===== config.mk =====
export PLATFORM = sky130hd
export DESIGN_NAME = smax_cfg
export DESIGN_NICKNAME = d
export VERILOG_FILES = /design/src/rtl/smax_pkg.sv /design/src/rtl/smax_cfg.sv
export SDC_FILE = /design/constraint.sdc
export NUM_CORES = 1
export LEC_CHECK = 0
export BUFFER_PORTS_ARGS = -buffer_cell sky130_fd_sc_hd__buf_2
export CORE_MARGIN = 3
export CORE_UTILIZATION = 35
export DETAILED_ROUTE_END_ITERATION = 10
export HOLD_SLACK_MARGIN = 0.02
export PLACE_DENSITY_LB_ADDON = 0.08
export SLEW_MARGIN = 20
export SYNTH_ARGS = -nofsm -noshare
export SYNTH_HDL_FRONTEND = slang
export SYNTH_SLANG_ARGS = --single-unit
export TNS_END_PERCENT = 30

===== constraint.sdc =====
create_clock -name clk -period 1.1 [get_ports clk]
set_clock_uncertainty 0.1 [all_clocks]
set_input_delay 0.22 -clock clk [delete_from_list [all_inputs] [get_ports clk]]
set_output_delay 0.22 -clock clk [all_outputs]
set_load 0.01 [all_outputs]

===== src/rtl/smax_pkg.sv =====
// Package: shared types and constants for the moving average crossover block.
`timescale 1ns / 1ps
package smax_pkg;

    localparam int MAX_PERIOD_DEFAULT = 64;
    localparam int PERIOD_W           = 7;
    localparam int PRICE_W            = 32;
    localparam int PROFIT_W           = 33;
    localparam int PADDR_W            = 3;
    localparam int PDATA_W            = 32;

    localparam logic [PERIOD_W-1:0] SHORT_PERIOD_RESET = 7'd5;
    localparam logic [PERIOD_W-1:0] LONG_PERIOD_RESET  = 7'd20;

    // register index, taken from paddr[2]
    typedef enum logic {
        REG_SHORT_PERIOD = 1'b0,
        REG_LONG_PERIOD  = 1'b1
    } reg_index_t;

    typedef enum logic [1:0] {
        SIG_NONE = 2'd0,
        SIG_BUY  = 2'd1,
        SIG_SELL = 2'd2
    } signal_t;

    typedef struct packed {
        logic [PERIOD_W-1:0] short_period;
        logic [PERIOD_W-1:0] long_period;
    } periods_t;

endpackage


===== src/rtl/smax_cfg.sv =====
// APB register file holding the two window periods.
`timescale 1ns / 1ps
module smax_cfg
    import smax_pkg::*;
(
    input  logic               clk,
    input  logic               rst_n,
    input  logic               psel,
    input  logic               penable,
    input  logic               pwrite,
    input  logic [PADDR_W-1:0] paddr,
    input  logic [PDATA_W-1:0] pwdata,
    output logic [PDATA_W-1:0] prdata,
    output logic               pready,
    output periods_t           periods
);

    periods_t   periods_reg;
    periods_t   periods_next;
    reg_index_t index;
    logic       wr_en;

    assign index = reg_index_t'(paddr[2]);
    assign wr_en = psel && penable && pwrite;

    always_comb
    begin
        periods_next = periods_reg;
        if (wr_en)
        begin
            unique case (index)
                REG_SHORT_PERIOD: periods_next.short_period = pwdata[PERIOD_W-1:0];
                REG_LONG_PERIOD:  periods_next.long_period  = pwdata[PERIOD_W-1:0];
                default:          periods_next = periods_reg;
            endcase
        end
    end

    always_ff @(posedge clk or negedge rst_n)
    begin
        if (!rst_n)
        begin
            periods_reg.short_period <= SHORT_PERIOD_RESET;
            periods_reg.long_period  <= LONG_PERIOD_RESET;
        end
        else
        begin
            periods_reg <= periods_next;
        end
    end

    always_comb
    begin
        unique case (index)
            REG_SHORT_PERIOD: prdata = PDATA_W'(periods_reg.short_period);
            REG_LONG_PERIOD:  prdata = PDATA_W'(periods_reg.long_period);
            default:          prdata = '0;
        endcase
    end

    assign pready  = 1'b1;
    assign periods = periods_reg;

endmodule


==> results.yml <==
global_routing:
  track_usage: 0.123
  grt_max_degree: 15
  grt_pass1_wl_mm: 2.48
  antenna_found_initial: 0
  overflow: 0
  grt_pass1_vias: 533
worst_setup_path:
  worstPathRequired_ps: 780
  crit_fanout: 2
  cp.arrival_ps: 1060
  critPathCaptureType: "output pin"
  worstSetupPathType: "reg -> out"
  startpoint_type: "flip-flop"
floorplanning:
  num_rows: 17
  die_width_um: 55.1
  io_pins: 87
  die-area_um2: 3030
  start_util: 0.373
  die_y_um: 55.1
  coreArea_um2: 2250
cells_and_area:
  largest_register_ffs: 14
  final_area_um2: 1200
  layout_common_cells: "26 x conb_1, 24 x buf_6, 15 x mux2_2, 15 x buf_2, 10 x dfrtp_1"
  multi_input_area_um2: 393
  layout_commonest_cell: "conb_1"
  fin_cells: 140
  fillers: 219
  seqCellArea_um2: 355
  fin_nets: 153
  antenna_cells: 0
  final_layout_size_suffix_gt1_frac: 0.661
  syn_to_final_growth_pct: 42.8
sta:
  period_share: 1.26
  period_needed_ps: 1380
  finalHoldViolCount: 0
  layout_setup_ws_ps: -284
  setup_viol: 21
  fin_tns_setup_ps: -3810
  rsz0062_at_grt: "yes"
  fmax_ghz: 0.723
  finalMaxSlewViolations: 0
route:
  drt_first_pass_iters: 2
  ant_nets: 0
  vias: 562
  vias_per_cell: 4.01
  drt-initial-drc-count: 4
  routedWlPerCell_um: 12.0
  drc: 0
  wl_mm: 1.68
place:
  place_hpwl_mm: 1.16
  io_buffer_count: 33
  place_congestion: 0.622
  dp.cells: 128
  placed_area_um2: 956
outcome:
  violations: "negative setup slack"
  outcome: "complete, but fails checks"
synth:
  synth_warnings: 0
  synth_cells: 66
  yosysUniqueCellTypes: 8
  ys_seq_area_frac: 0.422
  synth_seq_cells: 14
  avgSynthCellArea_um2: 12.8
  synth_area_um2: 842
clock_tree:
  clkLatencyLatePin_ps: 270
  cts_buffer_depth: 2
  cts_sinks: 14
  clock_tree.root_cell: "clkbuf_4"
  clk_pin_slew_ps: 80
  cts-buffers-inserted: 3
  tritoncts: "yes"
  htreeDepth: 1
min_path:
  hp-class: "in -> reg"
power:
  peakVddDrop_uv: 1200
  p_leak_nw: 0.632
  power_density_nw_per_um2: 1650
flow_run:
  maxCapViolCount: 0
[through the flow]
step            util  setup slack (ps)  hold WS [ps]  power, W
2_1_floorplan      -              41.3          -176   0.00111
3_3_place_gp   0.424              -192          40.8   0.00132
3_5_place_dp   0.424              -229          35.8   0.00132
4_1_cts        0.511              -289          72.7   0.00193
5_1_grt        0.533              -341          63.8   0.00214
6_report       0.533              -284          87.8   0.00198
[cells by family (layout without fill, tap and decap cells)]
| kind of cell | count (synthesis) | in the layout | share of synthesized area |
|---|---|---|---|
| simple gates | 2 | 2 | 0.0431 |
| flops | 14 | 14 | 0.422 |
| other cells | 2 | 26 | 0.00892 |
| mux | 21 | 21 | 0.281 |
| buf+inv | 27 | 49 | 0.245 |
[cell type report]
| cell class | count | share of cell area |
|---|---|---|
| tap | 28 | 0.0291 |
| timing repair buffer | 45 | 0.327 |
| sequential | 14 | 0.296 |
| clock buffer | 4 | 0.0219 |
| multi-input combinational | 49 | 0.327 |
[where the power goes]
part / switching, W / total (W) / internal [W]
sequential: 0.0000730 / 0.000725 / 0.000652
combinational: 0.000352 / 0.000963 / 0.000612
clock: 0.000156 / 0.000296 / 0.000140
[worst max-delay path, cell delays in order (launching register included)]
cell and delay [ps]:
dfrtp_1 390, mux2_4 280, buf_6 120
[timing repair]
item	CTS	global route
setup buffers	5	2
endpoints found under the setup margin	21	25
hold buffers	1	0
resized for setup	22	8
pin swaps	0	0
hold endpoints to repair	14	0
[routing by layer]
layer,share of wire,GRT usage,wire [um],vias to the layer above
met5,0,0,0,-
met3,0.11,0.0375,183,2
li1,-,-,-,264
met1,0.38,0.150,638,261
met4,0.0071,0.0729,12,0
met2,0.50,0.191,849,35
[cells in the mapped netlist (all sizes together)]
cell,n,area share
dfrtp,10,0.30
nand4b,1,0.028
buf,27,0.25
conb,2,0.0089
nand4,1,0.015
dfstp,4,0.12
mux2,21,0.28
[final timing paths]
kind | to | slack, ps | cells past startpoint | from
worst max-delay path | prdata[3] | -280 | 2 | periods[10]
worst min-delay path | periods[10] | 90 | 2 | pwdata[3]
worst max register to register | periods[8] | 10 | 3 | periods[8]
worst min register to register | periods[13] | 430 | 1 | periods[13]
max in group asynchronous | periods[4] | 350 | 2 | rst_n
min in group asynchronous | periods[0] | 260 | 2 | rst_n
Power figures use the tool's default switching activity.
