**src/rtl/smax_ring.sv**
```systemverilog
// Ring of running price totals: one write port, two registered read ports.
`timescale 1ns / 1ps
module smax_ring #(
    parameter int DEPTH  = 64,
    parameter int DATA_W = 38
) (
    input  logic                     clk,
    input  logic                     wr_en,
    input  logic [$clog2(DEPTH)-1:0] wr_addr,
    input  logic [DATA_W-1:0]        wr_data,
    input  logic                     rd_en,
    input  logic [$clog2(DEPTH)-1:0] rd_addr_a,
    input  logic [$clog2(DEPTH)-1:0] rd_addr_b,
    output logic [DATA_W-1:0]        rd_data_a,
    output logic [DATA_W-1:0]        rd_data_b
);

    logic [DATA_W-1:0] mem [DEPTH];
    logic [DATA_W-1:0] rd_a_reg;
    logic [DATA_W-1:0] rd_b_reg;

    // reads see the contents before a write at the same edge
    always_ff @(posedge clk)
    begin
        if (wr_en)
        begin
            mem[wr_addr] <= wr_data;
        end
        if (rd_en)
        begin
            rd_a_reg <= mem[rd_addr_a];
            rd_b_reg <= mem[rd_addr_b];
        end
    end

    assign rd_data_a = rd_a_reg;
    assign rd_data_b = rd_b_reg;

endmodule

```
**config.mk**
```make
export PLATFORM = sky130hd
export DESIGN_NAME = smax_ring
export DESIGN_NICKNAME = d
export VERILOG_FILES = /design/src/rtl/smax_ring.sv
export SDC_FILE = /design/constraint.sdc
export NUM_CORES = 2
export LEC_CHECK = 0
export BUFFER_PORTS_ARGS = -buffer_cell sky130_fd_sc_hd__buf_2
export CAP_MARGIN = 30
export CORE_MARGIN = 8
export CORE_UTILIZATION = 48
export DETAILED_ROUTE_END_ITERATION = 6
export SLEW_MARGIN = 20
export SYNTH_ARGS = -nofsm -noshare
export SYNTH_HDL_FRONTEND = slang
export SYNTH_SLANG_ARGS = --single-unit
export TNS_END_PERCENT = 30
```
**constraint.sdc**
```tcl
create_clock -name clk -period 4.9 [get_ports clk]
set_input_delay 0.49 -clock clk [delete_from_list [all_inputs] [get_ports clk]]
set_output_delay 0.49 -clock clk [all_outputs]
set_load 0.02 [all_outputs]
```
==> summary.md <==
| Metric | Value |
|---|---|
| Status | finished clean |
| Final cell count without fillers | 8,838 |
| Final worst-path cycle share | 0.618 |
| Slew headroom | 0.266 |
| Post-Route WL | 380,000 um |
| Beginning of the critical path | rd_addr_b[1] |
| CTS Buf Count | approximately 290 |
| WL met3 | about 38,000 um |
| Synth area leaders | edfxtp_1, mux4_2, mux2i_1 |
| CP required | between 5 and 6 ns |
| Setup violators final | 0 |
| Ys Warns | 0 |
| Num ports | 135 |
| Slew Viols, Final | 0 |
| WS Path Type | primary input to flip-flop |
| CTS tree | yes |
| VDD IR max | 0.391 mV |
| Setup Skew | around 0.066 ns |
| Initial antenna violation count | 41 |
| Dpl cells | just over 8,000 |
| Reg-to-reg slack, setup | around 2.2 ns |
| Most common cell on crit path | mux4_2 |
| H-Tree Level Count | 5 |
| Comb pwr share | 0.079 |
| DRT iter0 DRCs | around 9,000 |
| Worst path slowest cell | buf_4 |
| CTS sink cnt | 2,508 |
| Pre-CTS WS | between 0.9 and 1 ns |
| CP cell instances | buf_8, buf_4, mux4_2, mux4_2, nor2b_1, a211oi_1, a21oi_1 |
| Register area share after synthesis | 0.659 |
| Max Freq | about 330 MHz |
| Layout Nets | 5,504 |
| Reg2Reg Depth | 5 |
| Antenna Nets Post-Route | 0 |
| Synth top area share | 0.659 |
| DR DRC count | 0 |
| Final hold vios | 0 |
| Design Area, Final | roughly 0.13 mm^2 |
| WP buf/inv | 2 |
| Crit-path max cell delay | 0.67 ns |
| Fin Setup TNS | 0 ns |
| Die ar. | about 0.25 mm^2 |
| Reg power frac | 0.490 |
| Mapped Nets | 5,135 |
| Core ar. | 0.237 mm^2 |
| PwrDens | between 300 and 400 mW/mm^2 |
| Worst setup margin | between 1.5 and 2 ns |
| Max Root-Sink Buffers | 4 |
| HPWL Detailed | about 230,000 um |
| Cell internal pwr | 38,100 uW |
| Latest clock arrival within the worst-skew pair | ~0.96 ns |
| Worst-margin pin slew | ~1.1 ns |
| Starting Density | 0.481 |
| Post-DR wirelength/cell | around 43 um |
| Crit-path leading delay family | buffers and inverters |
| Crit Reg-Reg Startpoint | mem[2][26]$_DFFE_PP_ |
| RSZ-0062 raised after global routing | false |
| DIE HEIGHT | 504 um |
| Syn_area_per_cell | 22.5 um^2 |
| TritonRoute pass-1 iters | 7 |
| Die Width | ~500 um |
| Routed vias/inst | just over 7 |
| DR WL met2 | between 150,000 and 200,000 um |
| Largest net degree at the start of global routing | 66 |
| Max cap viols | 0 |
| Syn Inst Count | between 5,000 and 6,000 |
| Distinct cells, synth | 37 |
| Final GP Congestion | about 0.84 |
| Worst R2R End | rd_data_b[26]$_DFFE_PP_ |
| Dpl cell area | between 0.1 and 0.15 mm^2 |
| DRT met1 WL | 142,000 um |
| Post-layout util | 0.552 |
| Layout cells sized above 1 | 0.423 |
| Yosys top cell by area | edfxtp_1 |
| GR Overflow Total | 0 |
| Crit path to | rd_data_b[26]$_DFFE_PP_ |
| Psw | approximately 11,000 uW |
| Port bufs | approximately 130 |
| Post-CTS resize count | 0 |
| Core Rows | roughly 180 |
| Fillcell total | approximately 18,000 |
| Clock-pin slew on the worst setup and hold paths | approximately 0.060 ns |
| Postcts setup bufs | 0 |
| Critical Path Fanout Max | 50 |
| Root buf cell | clkbuf_16 |
| Total GRT Usage | 0.295 |
| CP Launch Type | primary input |
| Pleak | a little over 0.04 uW |
| Period minus WS final | 3.03 ns |
| Sw frac | 0.223 |
| Uppermost layer routed | met5 |
| CTS hold repair buffers | 4 |
| First-pass GRT wire length | between 500,000 and 600,000 um |
| Detailed-route via count | approximately 62,000 |
| Worst path depth | 7 |
| Seq cells post-synth | about 2,500 |
| Area grow syn2layout | 14.6% |
| Worst EP arrival | 3.65 ns |
| Clock Power Share | 0.431 |
| Critical Path End Type | flip-flop |
| Vias in the first global route | between 60,000 and 70,000 |
| Post-synth design cell area | about 0.11 mm^2 |
| Worst hold path class | primary input to flip-flop |
## cells in the final DEF (no fill, tap or decap), types with 5 or more instances in the layout
master	instances
a211oi_1	47
a21oi_1	45
a22oi_1	86
buf_12	107
buf_16	10
buf_2	116
buf_4	218
buf_8	9
bufinv_16	33
clkbuf_1	52
clkbuf_16	291
clkinv_1	49
clkinv_2	38
clkinv_4	6
clkinvlp_4	11
diode_2	25
dlygate4sd3_1	23
edfxtp_1	2508
inv_6	5
mux2_2	43
mux2i_1	159
mux4_2	1415
nand2_1	118
nand2b_1	15
nand3_1	22
nor2_1	15
nor2_4	64
nor2b_1	45
o211ai_1	41
o22ai_1	11
## worst min-delay path by stage
| stage | cells after the start | startpoint | endpoint |
|---|---|---|---|
| final | 1 | wr_data[25] | mem[25][25]$_DFFE_PP_ |
| after global routing | 1 | wr_data[25] | mem[25][25]$_DFFE_PP_ |
| after CTS | 1 | wr_data[3] | mem[41][3]$_DFFE_PP_ |
| after detailed placement | 1 | rd_en | rd_data_a[21]$_DFFE_PP_ |
| after global placement | 1 | rd_en | rd_data_a[2]$_DFFE_PP_ |
| after floorplan | 0 | wr_data[0] | mem[0][0]$_DFFE_PP_ |
## layout make-up
| class | count | area (um^2) | area share |
|---|---|---|---|
| Sequential cell | 2508 | 75300 | 0.575 |
| Clock buffer | 343 | 7480 | 0.0571 |
| Tap cell | 3167 | 3960 | 0.0302 |
| Clock inverter | 146 | 1600 | 0.0122 |
| Antenna cell | 25 | 62.6 | 0.000478 |
| Timing Repair Buffer | 486 | 5030 | 0.0384 |
| Multi-Input combinational cell | 2162 | 37600 | 0.287 |
| Inverter | 1 | 3.75 | 0.0000287 |
## layer usage
layer / up-vias / global-route usage
met5: - / 0
met4: 14 / 0.119
met3: 775 / 0.0682
met2: 3965 / 0.469
met1: 34300 / 0.399
li1: 23400 / -
## per-stage QoR
step           hold WS, ns  power, uW
5_1_grt             0.0668      50300
3_3_place_gp         0.888      28300
4_1_cts             0.0165      49300
6_report            0.0566      49100
2_1_floorplan        0.589      26700
3_5_place_dp         0.885      28300
## worst register-to-register path, stage by stage (launching register included)
cell and delay (ns):
edfxtp_1 0.38, mux4_2 0.50, mux4_2 0.49, nor2b_1 0.15, a211oi_1 0.63, a21oi_1 0.27
## flip-flops by register name, indices dropped and copies added, names as in the netlist
name / flops
rd_data_a: 38
mem: 2432
rd_data_b: 38
## cells by family (layout without fill, tap and decap cells)
logic type,count (synthesis),after routing,synth area share
compound gates,247,247,0.0153
buf+inv,406,976,0.0170
flops,2508,2508,0.659
mux,1617,1617,0.297
other cells,0,25,0
simple gates,298,298,0.0118
## cell usage after synthesis
| cell | number |
|---|---|
| o311ai_0 | 1 |
| nor2b_1 | 47 |
| o21ai_0 | 4 |
| or3_1 | 1 |
| o211ai_1 | 41 |
| a22oi_1 | 86 |
| buf_2 | 158 |
| o2111ai_1 | 1 |
| or3b_2 | 2 |
| o221a_2 | 4 |
| a21oi_1 | 45 |
| nand3b_1 | 4 |
| buf_6 | 13 |
| o22ai_1 | 11 |
| a221o_1 | 2 |
| o221ai_1 | 1 |
| a211oi_1 | 47 |
| nand4_1 | 2 |
| mux2_2 | 43 |
| or2_2 | 1 |
| buf_4 | 34 |
| and2_1 | 2 |
| nand4b_1 | 1 |
| nor3_1 | 2 |
| edfxtp_1 | 2508 |
| inv_1 | 1 |
| mux4_2 | 1415 |
| clkbuf_1 | 152 |
| nor2_1 | 80 |
| nand2b_1 | 15 |
| a31o_2 | 1 |
| buf_1 | 48 |
| nand3_1 | 22 |
| mux2i_1 | 159 |
| a22o_1 | 2 |
| a211o_1 | 1 |
| nand2_1 | 119 |
## power by group through the flow
| stage | Clock [uW] | Sequential (uW) | Combinational, uW |
|---|---|---|---|
| after floorplan | 0 | 24400 | 2270 |
| after global placement | 0 | 24500 | 3770 |
| after detailed placement | 0 | 24500 | 3810 |
| after CTS | 21400 | 24100 | 3820 |
| after global routing | 22200 | 24000 | 4060 |
| final | 21100 | 24000 | 3890 |
(Power assumes the default switching activity.)
